===== config.mk =====
export PLATFORM = sky130hd
export DESIGN_NAME = msgpack_header_encoder_top_flat
export DESIGN_NICKNAME = d
export VERILOG_FILES = /design/src/design/mhe_pkg.sv /design/src/design/mhe_req_if.sv /design/src/design/mhe_rsp_if.sv /design/src/design/mhe_ser.sv /design/src/design/msgpack_header_encoder_top.sv /design/src/flat_wrapper.sv
export VERILOG_INCLUDE_DIRS = /design/src /design/src/design
export SDC_FILE = /design/constraint.sdc
export NUM_CORES = 1
export LEC_CHECK = 0
export BUFFER_PORTS_ARGS = -buffer_cell sky130_fd_sc_hd__buf_2
export CAP_MARGIN = 20
export CELL_PAD_IN_SITES_DETAIL_PLACEMENT = 0
export CELL_PAD_IN_SITES_GLOBAL_PLACEMENT = 1
export CORE_ASPECT_RATIO = 1.2
export CORE_MARGIN = 2
export CORE_UTILIZATION = 47
export CTS_BUF_LIST = sky130_fd_sc_hd__clkbuf_8
export CTS_CLUSTER_DIAMETER = 50
export DETAILED_ROUTE_END_ITERATION = 10
export PLACE_DENSITY = 0.74
export SYNTH_ARGS = -nofsm -noshare
export SYNTH_HDL_FRONTEND = slang
export SYNTH_SLANG_ARGS = --single-unit

===== constraint.sdc =====
create_clock -name clock -period 7.2 [get_ports clock]
set_clock_uncertainty 0.2 [all_clocks]
set_input_delay 1.44 -clock clock [delete_from_list [all_inputs] [get_ports clock]]
set_output_delay 1.44 -clock clock [all_outputs]
set_load 0.05 [all_outputs]

===== src/design/msgpack_header_encoder_top_assert.svh =====
// Assertion macros shared by the MessagePack header encoder modules.
`ifndef MSGPACK_HEADER_ENCODER_TOP_ASSERT_SVH
`define MSGPACK_HEADER_ENCODER_TOP_ASSERT_SVH
`ifndef SYNTHESIS
// Check that cons holds in the same cycle as ante.
`define MHE_ASSERT_SAME(name, ante, cons) \
   name: assert property (@(posedge clock) disable iff (reset) (ante) |-> (cons)) \
      else $error("mhe: same-cycle check failed");
// Check that cons holds in the cycle after ante.
`define MHE_ASSERT_NEXT(name, ante, cons) \
   name: assert property (@(posedge clock) disable iff (reset) (ante) |=> (cons)) \
      else $error("mhe: next-cycle check failed");
`else
`define MHE_ASSERT_SAME(name, ante, cons)
`define MHE_ASSERT_NEXT(name, ante, cons)
`endif
`endif


===== src/design/mhe_pkg.sv =====
// Types and constants of the MessagePack header encoder.
package mhe_pkg;

   localparam int KindWidth  = 3;
   localparam int ValueWidth = 64;
   localparam int ByteWidth  = 8;
   localparam int CountWidth = 4;

   typedef enum logic [KindWidth-1:0] {
      KIND_UINT = 3'd0,
      KIND_STR  = 3'd1,
      KIND_ARR  = 3'd2,
      KIND_MAP  = 3'd3,
      KIND_BIN  = 3'd4
   } kind_type;

   localparam logic [7:0] TAG_FIXSTR = 8'ha0;
   localparam logic [7:0] TAG_FIXARR = 8'h90;
   localparam logic [7:0] TAG_FIXMAP = 8'h80;
   localparam logic [7:0] TAG_UINT8  = 8'hcc;
   localparam logic [7:0] TAG_UINT16 = 8'hcd;
   localparam logic [7:0] TAG_UINT32 = 8'hce;
   localparam logic [7:0] TAG_UINT64 = 8'hcf;
   localparam logic [7:0] TAG_STR8   = 8'hd9;
   localparam logic [7:0] TAG_STR16  = 8'hda;
   localparam logic [7:0] TAG_STR32  = 8'hdb;
   localparam logic [7:0] TAG_ARR16  = 8'hdc;
   localparam logic [7:0] TAG_ARR32  = 8'hdd;
   localparam logic [7:0] TAG_MAP16  = 8'hde;
   localparam logic [7:0] TAG_MAP32  = 8'hdf;
   localparam logic [7:0] TAG_BIN8   = 8'hc4;
   localparam logic [7:0] TAG_BIN16  = 8'hc5;
   localparam logic [7:0] TAG_BIN32  = 8'hc6;

   // One decoded request: type byte, value bytes left-aligned, their count, error flag.
   typedef struct packed {
      logic [ByteWidth-1:0]  tag;
      logic [ValueWidth-1:0] data;
      logic [CountWidth-1:0] nbytes;
      logic                  error;
   } ser_item_type;

endpackage


===== src/design/mhe_req_if.sv =====
// Request channel of the MessagePack header encoder.
interface mhe_req_if import mhe_pkg::*; ();
   logic                  valid;
   logic                  ready;
   logic [KindWidth-1:0]  kind;
   logic [ValueWidth-1:0] value;

   modport source(output valid, kind, value, input ready);
   modport sink(input valid, kind, value, output ready);
endinterface


===== src/design/mhe_rsp_if.sv =====
// Response channel of the MessagePack header encoder.
interface mhe_rsp_if import mhe_pkg::*; ();
   logic                 valid;
   logic                 ready;
   logic [ByteWidth-1:0] out_byte;
   logic                 last;
   logic                 error;

   modport source(output valid, out_byte, last, error, input ready);
   modport sink(input valid, out_byte, last, error, output ready);
endinterface


===== src/design/mhe_ser.sv =====
// Byte serializer with output register for the MessagePack header encoder.
`include "msgpack_header_encoder_top_assert.svh"
module mhe_ser import mhe_pkg::*; (
   input  logic          clock,
   input  logic          reset,
   input  logic          in_valid,
   output logic          in_ready,
   input  ser_item_type  in_item,
   mhe_rsp_if.source     rsp_ch
);

   logic                  busy_ff, busy_in;
   logic                  first_ff, first_in;
   logic [ByteWidth-1:0]  tag_ff, tag_in;
   logic [ValueWidth-1:0] data_ff, data_in;
   logic [CountWidth-1:0] left_ff, left_in;
   logic                  err_ff, err_in;

   logic                  out_valid_ff, out_valid_in;
   logic [ByteWidth-1:0]  byte_ff, byte_in;
   logic                  last_ff, last_in;
   logic                  error_ff, error_in;

   logic                  out_load;
   logic                  emit;
   logic                  cur_last;
   logic [ByteWidth-1:0]  cur_byte;

   assign out_load = !out_valid_ff || rsp_ch.ready;
   assign emit     = busy_ff && out_load;
   assign cur_byte = first_ff ? tag_ff : data_ff[ValueWidth-1 -: ByteWidth];
   assign cur_last = first_ff ? (left_ff == '0) : (left_ff == CountWidth'(1));
   assign in_ready = !busy_ff || (emit && cur_last);

   always_comb begin
      busy_in  = busy_ff;
      first_in = first_ff;
      tag_in   = tag_ff;
      data_in  = data_ff;
      left_in  = left_ff;
      err_in   = err_ff;
      if (emit) begin
         if (cur_last) begin
            busy_in = 1'b0;
         end else if (first_ff) begin
            first_in = 1'b0;
         end else begin
            left_in = left_ff - CountWidth'(1);
            data_in = {data_ff[ValueWidth-ByteWidth-1:0], {ByteWidth{1'b0}}};
         end
      end
      // take the next request as the current one finishes
      if (in_valid && in_ready) begin
         busy_in  = 1'b1;
         first_in = 1'b1;
         tag_in   = in_item.tag;
         data_in  = in_item.data;
         left_in  = in_item.nbytes;
         err_in   = in_item.error;
      end
   end

   always_comb begin
      out_valid_in = out_valid_ff;
      byte_in      = byte_ff;
      last_in      = last_ff;
      error_in     = error_ff;
      if (out_load) begin
         out_valid_in = emit;
         byte_in      = cur_byte;
         last_in      = cur_last;
         error_in     = err_ff && first_ff;
      end
   end

   always_ff @(posedge clock) begin
      if (reset) begin
         busy_ff      <= 1'b0;
         first_ff     <= 1'b0;
         out_valid_ff <= 1'b0;
      end else begin
         busy_ff      <= busy_in;
         first_ff     <= first_in;
         out_valid_ff <= out_valid_in;
      end
      tag_ff   <= tag_in;
      data_ff  <= data_in;
      left_ff  <= left_in;
      err_ff   <= err_in;
      byte_ff  <= byte_in;
      last_ff  <= last_in;
      error_ff <= error_in;
   end

   assign rsp_ch.valid    = out_valid_ff;
   assign rsp_ch.out_byte = byte_ff;
   assign rsp_ch.last     = last_ff;
   assign rsp_ch.error    = error_ff;

   `MHE_ASSERT_SAME(a_err_is_last, out_valid_ff && error_ff, last_ff)
   `MHE_ASSERT_SAME(a_err_byte_zero, out_valid_ff && error_ff, byte_ff == '0)
   `MHE_ASSERT_SAME(a_left_range, busy_ff, left_ff <= CountWidth'(8))
   `MHE_ASSERT_SAME(a_body_pending, busy_ff && !first_ff, left_ff != '0)

endmodule


===== src/design/msgpack_header_encoder_top.sv =====
// Top level of the MessagePack header encoder.
//
// Each request names an element kind (uint, string, array, map or binary
// header) and a 64-bit value or length; the block answers with the shortest
// MessagePack encoding, one response per byte: the type byte first, then the
// big-endian value or length, with last set on the final byte. A header
// length above 32 bits, or an unknown kind, gives a single response with
// out_byte zero, last and error set. An item occupies the output for one
// response per byte of its encoding: a single byte for a fix form, up to
// nine for a 64-bit uint. Requests of short encodings follow each other
// without gaps. A request passes through the input register with range
// compares, the register after decode and byte alignment, the serializer
// and the output register. Backpressure on the response channel stalls
// all stages in place without losing or repeating any request.
module msgpack_header_encoder_top import mhe_pkg::*; (
   input  logic      clock,
   input  logic      reset,
   mhe_req_if.sink   req_ch,
   mhe_rsp_if.source rsp_ch
);

   // Stage 1: register the request and the magnitude flags of the value.
   logic                  s1_valid_ff, s1_valid_in;
   logic [KindWidth-1:0]  s1_kind_ff, s1_kind_in;
   logic [ValueWidth-1:0] s1_value_ff, s1_value_in;
   logic                  s1_over32_ff, s1_over32_in;
   logic                  s1_over16_ff, s1_over16_in;
   logic                  s1_over8_ff, s1_over8_in;
   logic                  s1_ready;

   // Stage 2: decoded item waiting for the serializer.
   logic                  s2_valid_ff, s2_valid_in;
   ser_item_type          s2_item_ff, s2_item_in;
   logic                  s2_ready;

   ser_item_type          dec_item;
   logic                  ser_ready;

   assign s2_ready     = !s2_valid_ff || ser_ready;
   assign s1_ready     = !s1_valid_ff || s2_ready;
   assign req_ch.ready = s1_ready;

   always_comb begin
      s1_valid_in  = s1_valid_ff;
      s1_kind_in   = s1_kind_ff;
      s1_value_in  = s1_value_ff;
      s1_over32_in = s1_over32_ff;
      s1_over16_in = s1_over16_ff;
      s1_over8_in  = s1_over8_ff;
      if (s1_ready) begin
         s1_valid_in  = req_ch.valid;
         s1_kind_in   = req_ch.kind;
         s1_value_in  = req_ch.value;
         s1_over32_in = |req_ch.value[63:32];
         s1_over16_in = |req_ch.value[63:16];
         s1_over8_in  = |req_ch.value[63:8];
      end
   end

   // Pick type byte and byte count; flag a header length over 32 bits or an unknown kind as an error.
   always_comb begin
      logic [7:0] lo;
      lo = s1_value_ff[7:0];
      dec_item.tag    = '0;
      dec_item.nbytes = '0;
      dec_item.error  = 1'b0;
      unique case (s1_kind_ff)
         KIND_UINT: begin
            if (!s1_over8_ff && !lo[7]) begin
               dec_item.tag = lo;
            end else if (!s1_over8_ff) begin
               dec_item.tag = TAG_UINT8;  dec_item.nbytes = CountWidth'(1);
            end else if (!s1_over16_ff) begin
               dec_item.tag = TAG_UINT16; dec_item.nbytes = CountWidth'(2);
            end else if (!s1_over32_ff) begin
               dec_item.tag = TAG_UINT32; dec_item.nbytes = CountWidth'(4);
            end else begin
               dec_item.tag = TAG_UINT64; dec_item.nbytes = CountWidth'(8);
            end
         end
         KIND_STR: begin
            if (s1_over32_ff) begin
               dec_item.error = 1'b1;
            end else if (!s1_over8_ff && lo[7:5] == 3'b000) begin
               dec_item.tag = TAG_FIXSTR | lo;
            end else if (!s1_over8_ff) begin
               dec_item.tag = TAG_STR8;  dec_item.nbytes = CountWidth'(1);
            end else if (!s1_over16_ff) begin
               dec_item.tag = TAG_STR16; dec_item.nbytes = CountWidth'(2);
            end else begin
               dec_item.tag = TAG_STR32; dec_item.nbytes = CountWidth'(4);
            end
         end
         KIND_ARR: begin
            if (s1_over32_ff) begin
               dec_item.error = 1'b1;
            end else if (!s1_over8_ff && lo[7:4] == 4'h0) begin
               dec_item.tag = TAG_FIXARR | lo;
            end else if (!s1_over16_ff) begin
               dec_item.tag = TAG_ARR16; dec_item.nbytes = CountWidth'(2);
            end else begin
               dec_item.tag = TAG_ARR32; dec_item.nbytes = CountWidth'(4);
            end
         end
         KIND_MAP: begin
            if (s1_over32_ff) begin
               dec_item.error = 1'b1;
            end else if (!s1_over8_ff && lo[7:4] == 4'h0) begin
               dec_item.tag = TAG_FIXMAP | lo;
            end else if (!s1_over16_ff) begin
               dec_item.tag = TAG_MAP16; dec_item.nbytes = CountWidth'(2);
            end else begin
               dec_item.tag = TAG_MAP32; dec_item.nbytes = CountWidth'(4);
            end
         end
         KIND_BIN: begin
            if (s1_over32_ff) begin
               dec_item.error = 1'b1;
            end else if (!s1_over8_ff) begin
               dec_item.tag = TAG_BIN8;  dec_item.nbytes = CountWidth'(1);
            end else if (!s1_over16_ff) begin
               dec_item.tag = TAG_BIN16; dec_item.nbytes = CountWidth'(2);
            end else begin
               dec_item.tag = TAG_BIN32; dec_item.nbytes = CountWidth'(4);
            end
         end
         default: begin
            // unknown kinds report an error
            dec_item.error = 1'b1;
         end
      endcase
      // Left-align the value bytes so the serializer always takes the top byte.
      unique case (dec_item.nbytes)
         CountWidth'(1): dec_item.data = s1_value_ff << 56;
         CountWidth'(2): dec_item.data = s1_value_ff << 48;
         CountWidth'(4): dec_item.data = s1_value_ff << 32;
         default:        dec_item.data = s1_value_ff;
      endcase
   end

   always_comb begin
      s2_valid_in = s2_valid_ff;
      s2_item_in  = s2_item_ff;
      if (s2_ready) begin
         s2_valid_in = s1_valid_ff;
         s2_item_in  = dec_item;
      end
   end

   always_ff @(posedge clock) begin
      if (reset) begin
         s1_valid_ff <= 1'b0;
         s2_valid_ff <= 1'b0;
      end else begin
         s1_valid_ff <= s1_valid_in;
         s2_valid_ff <= s2_valid_in;
      end
      s1_kind_ff   <= s1_kind_in;
      s1_value_ff  <= s1_value_in;
      s1_over32_ff <= s1_over32_in;
      s1_over16_ff <= s1_over16_in;
      s1_over8_ff  <= s1_over8_in;
      s2_item_ff   <= s2_item_in;
   end

   // Stages 3 and 4: serialize one byte per cycle into the output register unless stalled.
   mhe_ser u_ser (
      .clock    (clock),
      .reset    (reset),
      .in_valid (s2_valid_ff),
      .in_ready (ser_ready),
      .in_item  (s2_item_ff),
      .rsp_ch   (rsp_ch)
   );

endmodule

===== src/flat_wrapper.sv =====
// flat-port wrapper written by rule: the top's interface ports become plain ports
module msgpack_header_encoder_top_flat import mhe_pkg::*;
  (clock, reset, req_ch_valid, req_ch_kind, req_ch_value, req_ch_ready, rsp_ch_valid, rsp_ch_out_byte, rsp_ch_last, rsp_ch_error, rsp_ch_ready);
  mhe_req_if req_ch_i ();
  mhe_rsp_if rsp_ch_i ();
  input  logic clock;
  input  logic reset;
  input wire logic [$bits(req_ch_i.valid)-1:0] req_ch_valid;
  input wire logic [$bits(req_ch_i.kind)-1:0] req_ch_kind;
  input wire logic [$bits(req_ch_i.value)-1:0] req_ch_value;
  output wire logic [$bits(req_ch_i.ready)-1:0] req_ch_ready;
  output wire logic [$bits(rsp_ch_i.valid)-1:0] rsp_ch_valid;
  output wire logic [$bits(rsp_ch_i.out_byte)-1:0] rsp_ch_out_byte;
  output wire logic [$bits(rsp_ch_i.last)-1:0] rsp_ch_last;
  output wire logic [$bits(rsp_ch_i.error)-1:0] rsp_ch_error;
  input wire logic [$bits(rsp_ch_i.ready)-1:0] rsp_ch_ready;
  assign req_ch_i.valid = req_ch_valid;
  assign req_ch_i.kind = req_ch_kind;
  assign req_ch_i.value = req_ch_value;
  assign req_ch_ready = req_ch_i.ready;
  assign rsp_ch_valid = rsp_ch_i.valid;
  assign rsp_ch_out_byte = rsp_ch_i.out_byte;
  assign rsp_ch_last = rsp_ch_i.last;
  assign rsp_ch_error = rsp_ch_i.error;
  assign rsp_ch_i.ready = rsp_ch_ready;
  msgpack_header_encoder_top u_core (.clock(clock), .reset(reset), .req_ch(req_ch_i), .rsp_ch(rsp_ch_i));
endmodule

==> metrics <==
grt ovf=0; crit path cell chain=buf_2 > nor2b_1 > o21a_1 > nand3_4 > buf_2; gpl congestion=about 0.83; number of port buffers=~80; initial antenna violation count=0; post-DR wirelength/cell=20.8 um; Sink Count=approximately 240; die area=roughly 21000 um2; number of global-route vias before repair=around 5400; min Tclk post-route=4.09 ns; Post-Route Utilization=0.550; chip width=about 130 um; H-tree depth=2; setup repair after global routing missed its margin=no; EDFF count, synth=about 230; Post-Syn Nets=around 630; Total GRT Usage=0.190; Peak VDD IR=roughly 150 uV; initial DRC count=between 300 and 400; Routed WL=19900 um; CTS resizes=0; WP data arrival=2.45 ns; Max Transition Viols Final=0; outcome=finished, final reports clean; reg2reg path depth=9; crit-path leading delay family=compound AO/OA/AOI/OAI gates; max incr delay on CP=around 0.34 ns; share of the synthesized area in the top cell type=0.739; #FFs+latches synth=roughly 240; Distinct cells, synth=50; Hold Vio Cnt, Final=0; Num CTS Buffers=40; Setup crit start kind=input pin; crit share post-route=0.568; Clock transition at path regs=roughly 0.060 ns; Reg2Reg Capture Point=u_core.u_ser.data_ff[40]; area grow syn2layout=15.9%; data required time of the worst path=5.56 ns; Post-DP Area=between 10000 and 15000 um2; NumNets Final=around 740; hold depth=0; leading cell type in the layout, fill and taps excluded=edfxtp_1; first-pass detailed-route iteration total=4; relative max-transition margin=0.347; Hold Crit Class=register to register; Post-CTS Hold Fix Bufs=0; Vias/cell=between 5 and 6; setup TNS=0 ns; via count=5143; area leader, netlist=edfxtp_1; syn_area_per_cell=about 17 um2; global-route wire length before repair=30700 um; async set or reset register ratio after synthesis=0; CTS tree=built; worst-case clock buffer depth=3; # DRC=0; P_leak=~4.2 nW; ys flop type=edfxtp_1; hold_sp=u_core.s2_item_ff[73]; r2r setup slk=between 3 and 4 ns; max-cap violations=0; Setup CP Type=input pin to output port; cell area after layout=around 11000 um2; synthesized instance count=approximately 560; hold endpoint=u_core.u_ser.tag_ff[4]; largest net degree at the start of global routing=a little under 80; diode count=0; pwr/cell area=273 nW/um2; I/O pin cnt=between 80 and 90; Post-DP HPWL=~13000 um; Crit-path slowest cell=o21a_1; Post-Syn Area=9510 um2; Setup Fix Bufs, Post-CTS=0; row count=57; final setup vio count=0; most frequent cells in the layout=edfxtp_1, buf_2, mux2_2, and2_1, clkbuf_8; Yosys Warn Count=0; die span in y=160 um; Worst Path Buf+Inv=2; Synth area leaders=edfxtp_1, mux2_2, and2_1, a22o_1, a22oi_1; Reg-to-Reg Start=u_core.u_ser.left_ff[0]; post-synthesis sequential area ratio=0.750; clock latency on the worst-skew pair=between 0.5 and 0.6 ns; antenna-violating nets left=0; share of cells above drive strength 1=0.308; Setup crit end kind=output port; most used cell, CP=buf_2; core footprint=~20000 um2; max frequency=between 0.2 and 0.25 GHz; initial core utilization=0.474; Worst Tran Pin Value=around 0.97 ns; CP Max Fanout=6; clock root buffer master=clkbuf_8
-- power breakdown --
group	internal, mW	total (mW)	switching, mW
clock network	0.668	1.20	0.536
registers	1.62	1.66	0.0410
logic	0.0657	0.145	0.0796
-- worst reg2reg max path: cells and delay by family, from the launching register on --
kind | cells | cell delay [ns]
AO/OA/AOI/OAI | 1 | 0.31
adder cells (fa/ha/maj) | 1 | 0.16
buffers and inverters | 3 | 0.88
flip-flops | 1 | 0.42
multiplexers | 2 | 0.54
AND/OR/NAND/NOR | 2 | 0.60
-- area by class of cell --
type / count / area, um2
Clock inverter: 33 / 250
Multi-Input combinational cell: 279 / 2220
Tap cell: 265 / 332
Inverter: 16 / 61.3
Timing Repair Buffer: 88 / 480
Clock buffer: 40 / 551
Sequential cell: 239 / 7130
Fill cell: 1623 / 9020
-- state kept, by name, summed over array words and instances, names as in the netlist --
name                          flops
u_core.u_ser.err_ff               1
u_core.s2_item_ff                77
u_core.s1_value_ff               64
u_core.u_ser.rsp_ch.valid         1
u_core.s1_over16_ff               1
u_core.u_ser.data_ff             64
u_core.s1_valid_ff                1
u_core.s1_over32_ff               1
u_core.u_ser.first_ff             1
u_core.u_ser.rsp_ch.out_byte      8
u_core.u_ser.rsp_ch.last          1
u_core.u_ser.tag_ff               8
u_core.s1_kind_ff                 3
u_core.u_ser.left_ff              4
u_core.s1_over8_ff                1
u_core.u_ser.rsp_ch.error         1
u_core.s2_valid_ff                1
u_core.u_ser.busy_ff              1
-- synth_stat cells, drive strengths merged (3+ instances only) --
| cell | instances |
|---|---|
| a21o | 9 |
| a21oi | 6 |
| a22o | 23 |
| a22oi | 15 |
| and2 | 41 |
| buf | 17 |
| clkbuf | 8 |
| dfxtp | 5 |
| edfxtp | 234 |
| ha | 3 |
| inv | 16 |
| mux2 | 68 |
| nand2 | 14 |
| nand2b | 7 |
| nand4 | 3 |
| nor2 | 16 |
| nor3 | 5 |
| nor3b | 3 |
| nor4 | 16 |
| o21ai | 12 |
| o22ai | 3 |
-- routing by layer --
layer  global-route usage  vias up  wire [um]  part of all wire
met2                0.324      147      10300              0.52
met5                    0        -          0                 0
li1                     -     2409          -                 -
met4               0.0735        0        517             0.026
met3               0.0314       37        926             0.046
met1                0.244     2550       8210              0.41
-- worst max-delay path by stage --
stage	start	endpoint	slack (ns)	depth (start not counted)
2_1_floorplan	rsp_ch_ready	u_core.u_ser.data_ff[0]	1.60	4
3_3_place_gp	rsp_ch_ready	req_ch_ready	3.12	5
3_5_place_dp	rsp_ch_ready	req_ch_ready	3.09	5
4_1_cts	rsp_ch_ready	req_ch_ready	3.08	5
5_1_grt	u_core.u_ser.first_ff	req_ch_ready	3.00	5
6_report	rsp_ch_ready	req_ch_ready	3.11	5
-- metrics by stage --
| step | hold WS [ns] | total power [mW] | setup WS, ns | cells |
|---|---|---|---|---|
| 2_1_floorplan | 0.200 | 1.77 | 1.60 | 559 |
| 3_3_place_gp | 0.201 | 1.83 | 3.12 | 885 |
| 3_5_place_dp | 0.211 | 1.83 | 3.09 | 885 |
| 4_1_cts | 0.226 | 3.04 | 3.08 | 958 |
| 5_1_grt | 0.232 | 3.12 | 3.00 | 960 |
| 6_report | 0.222 | 3.01 | 3.11 | 960 |
-- cells by family after synthesis --
family,Yosys count,synth area share
DFF,239,0.750
and+or+nand+nor,116,0.0696
AOI/OAI and AO/OA,87,0.0709
muxes,70,0.0826
buffers and inverters,41,0.0204
adders and majority gates,4,0.00500
xor gates and xnor gates,2,0.00184
Note: power is estimated with default switching activity, not from simulation.
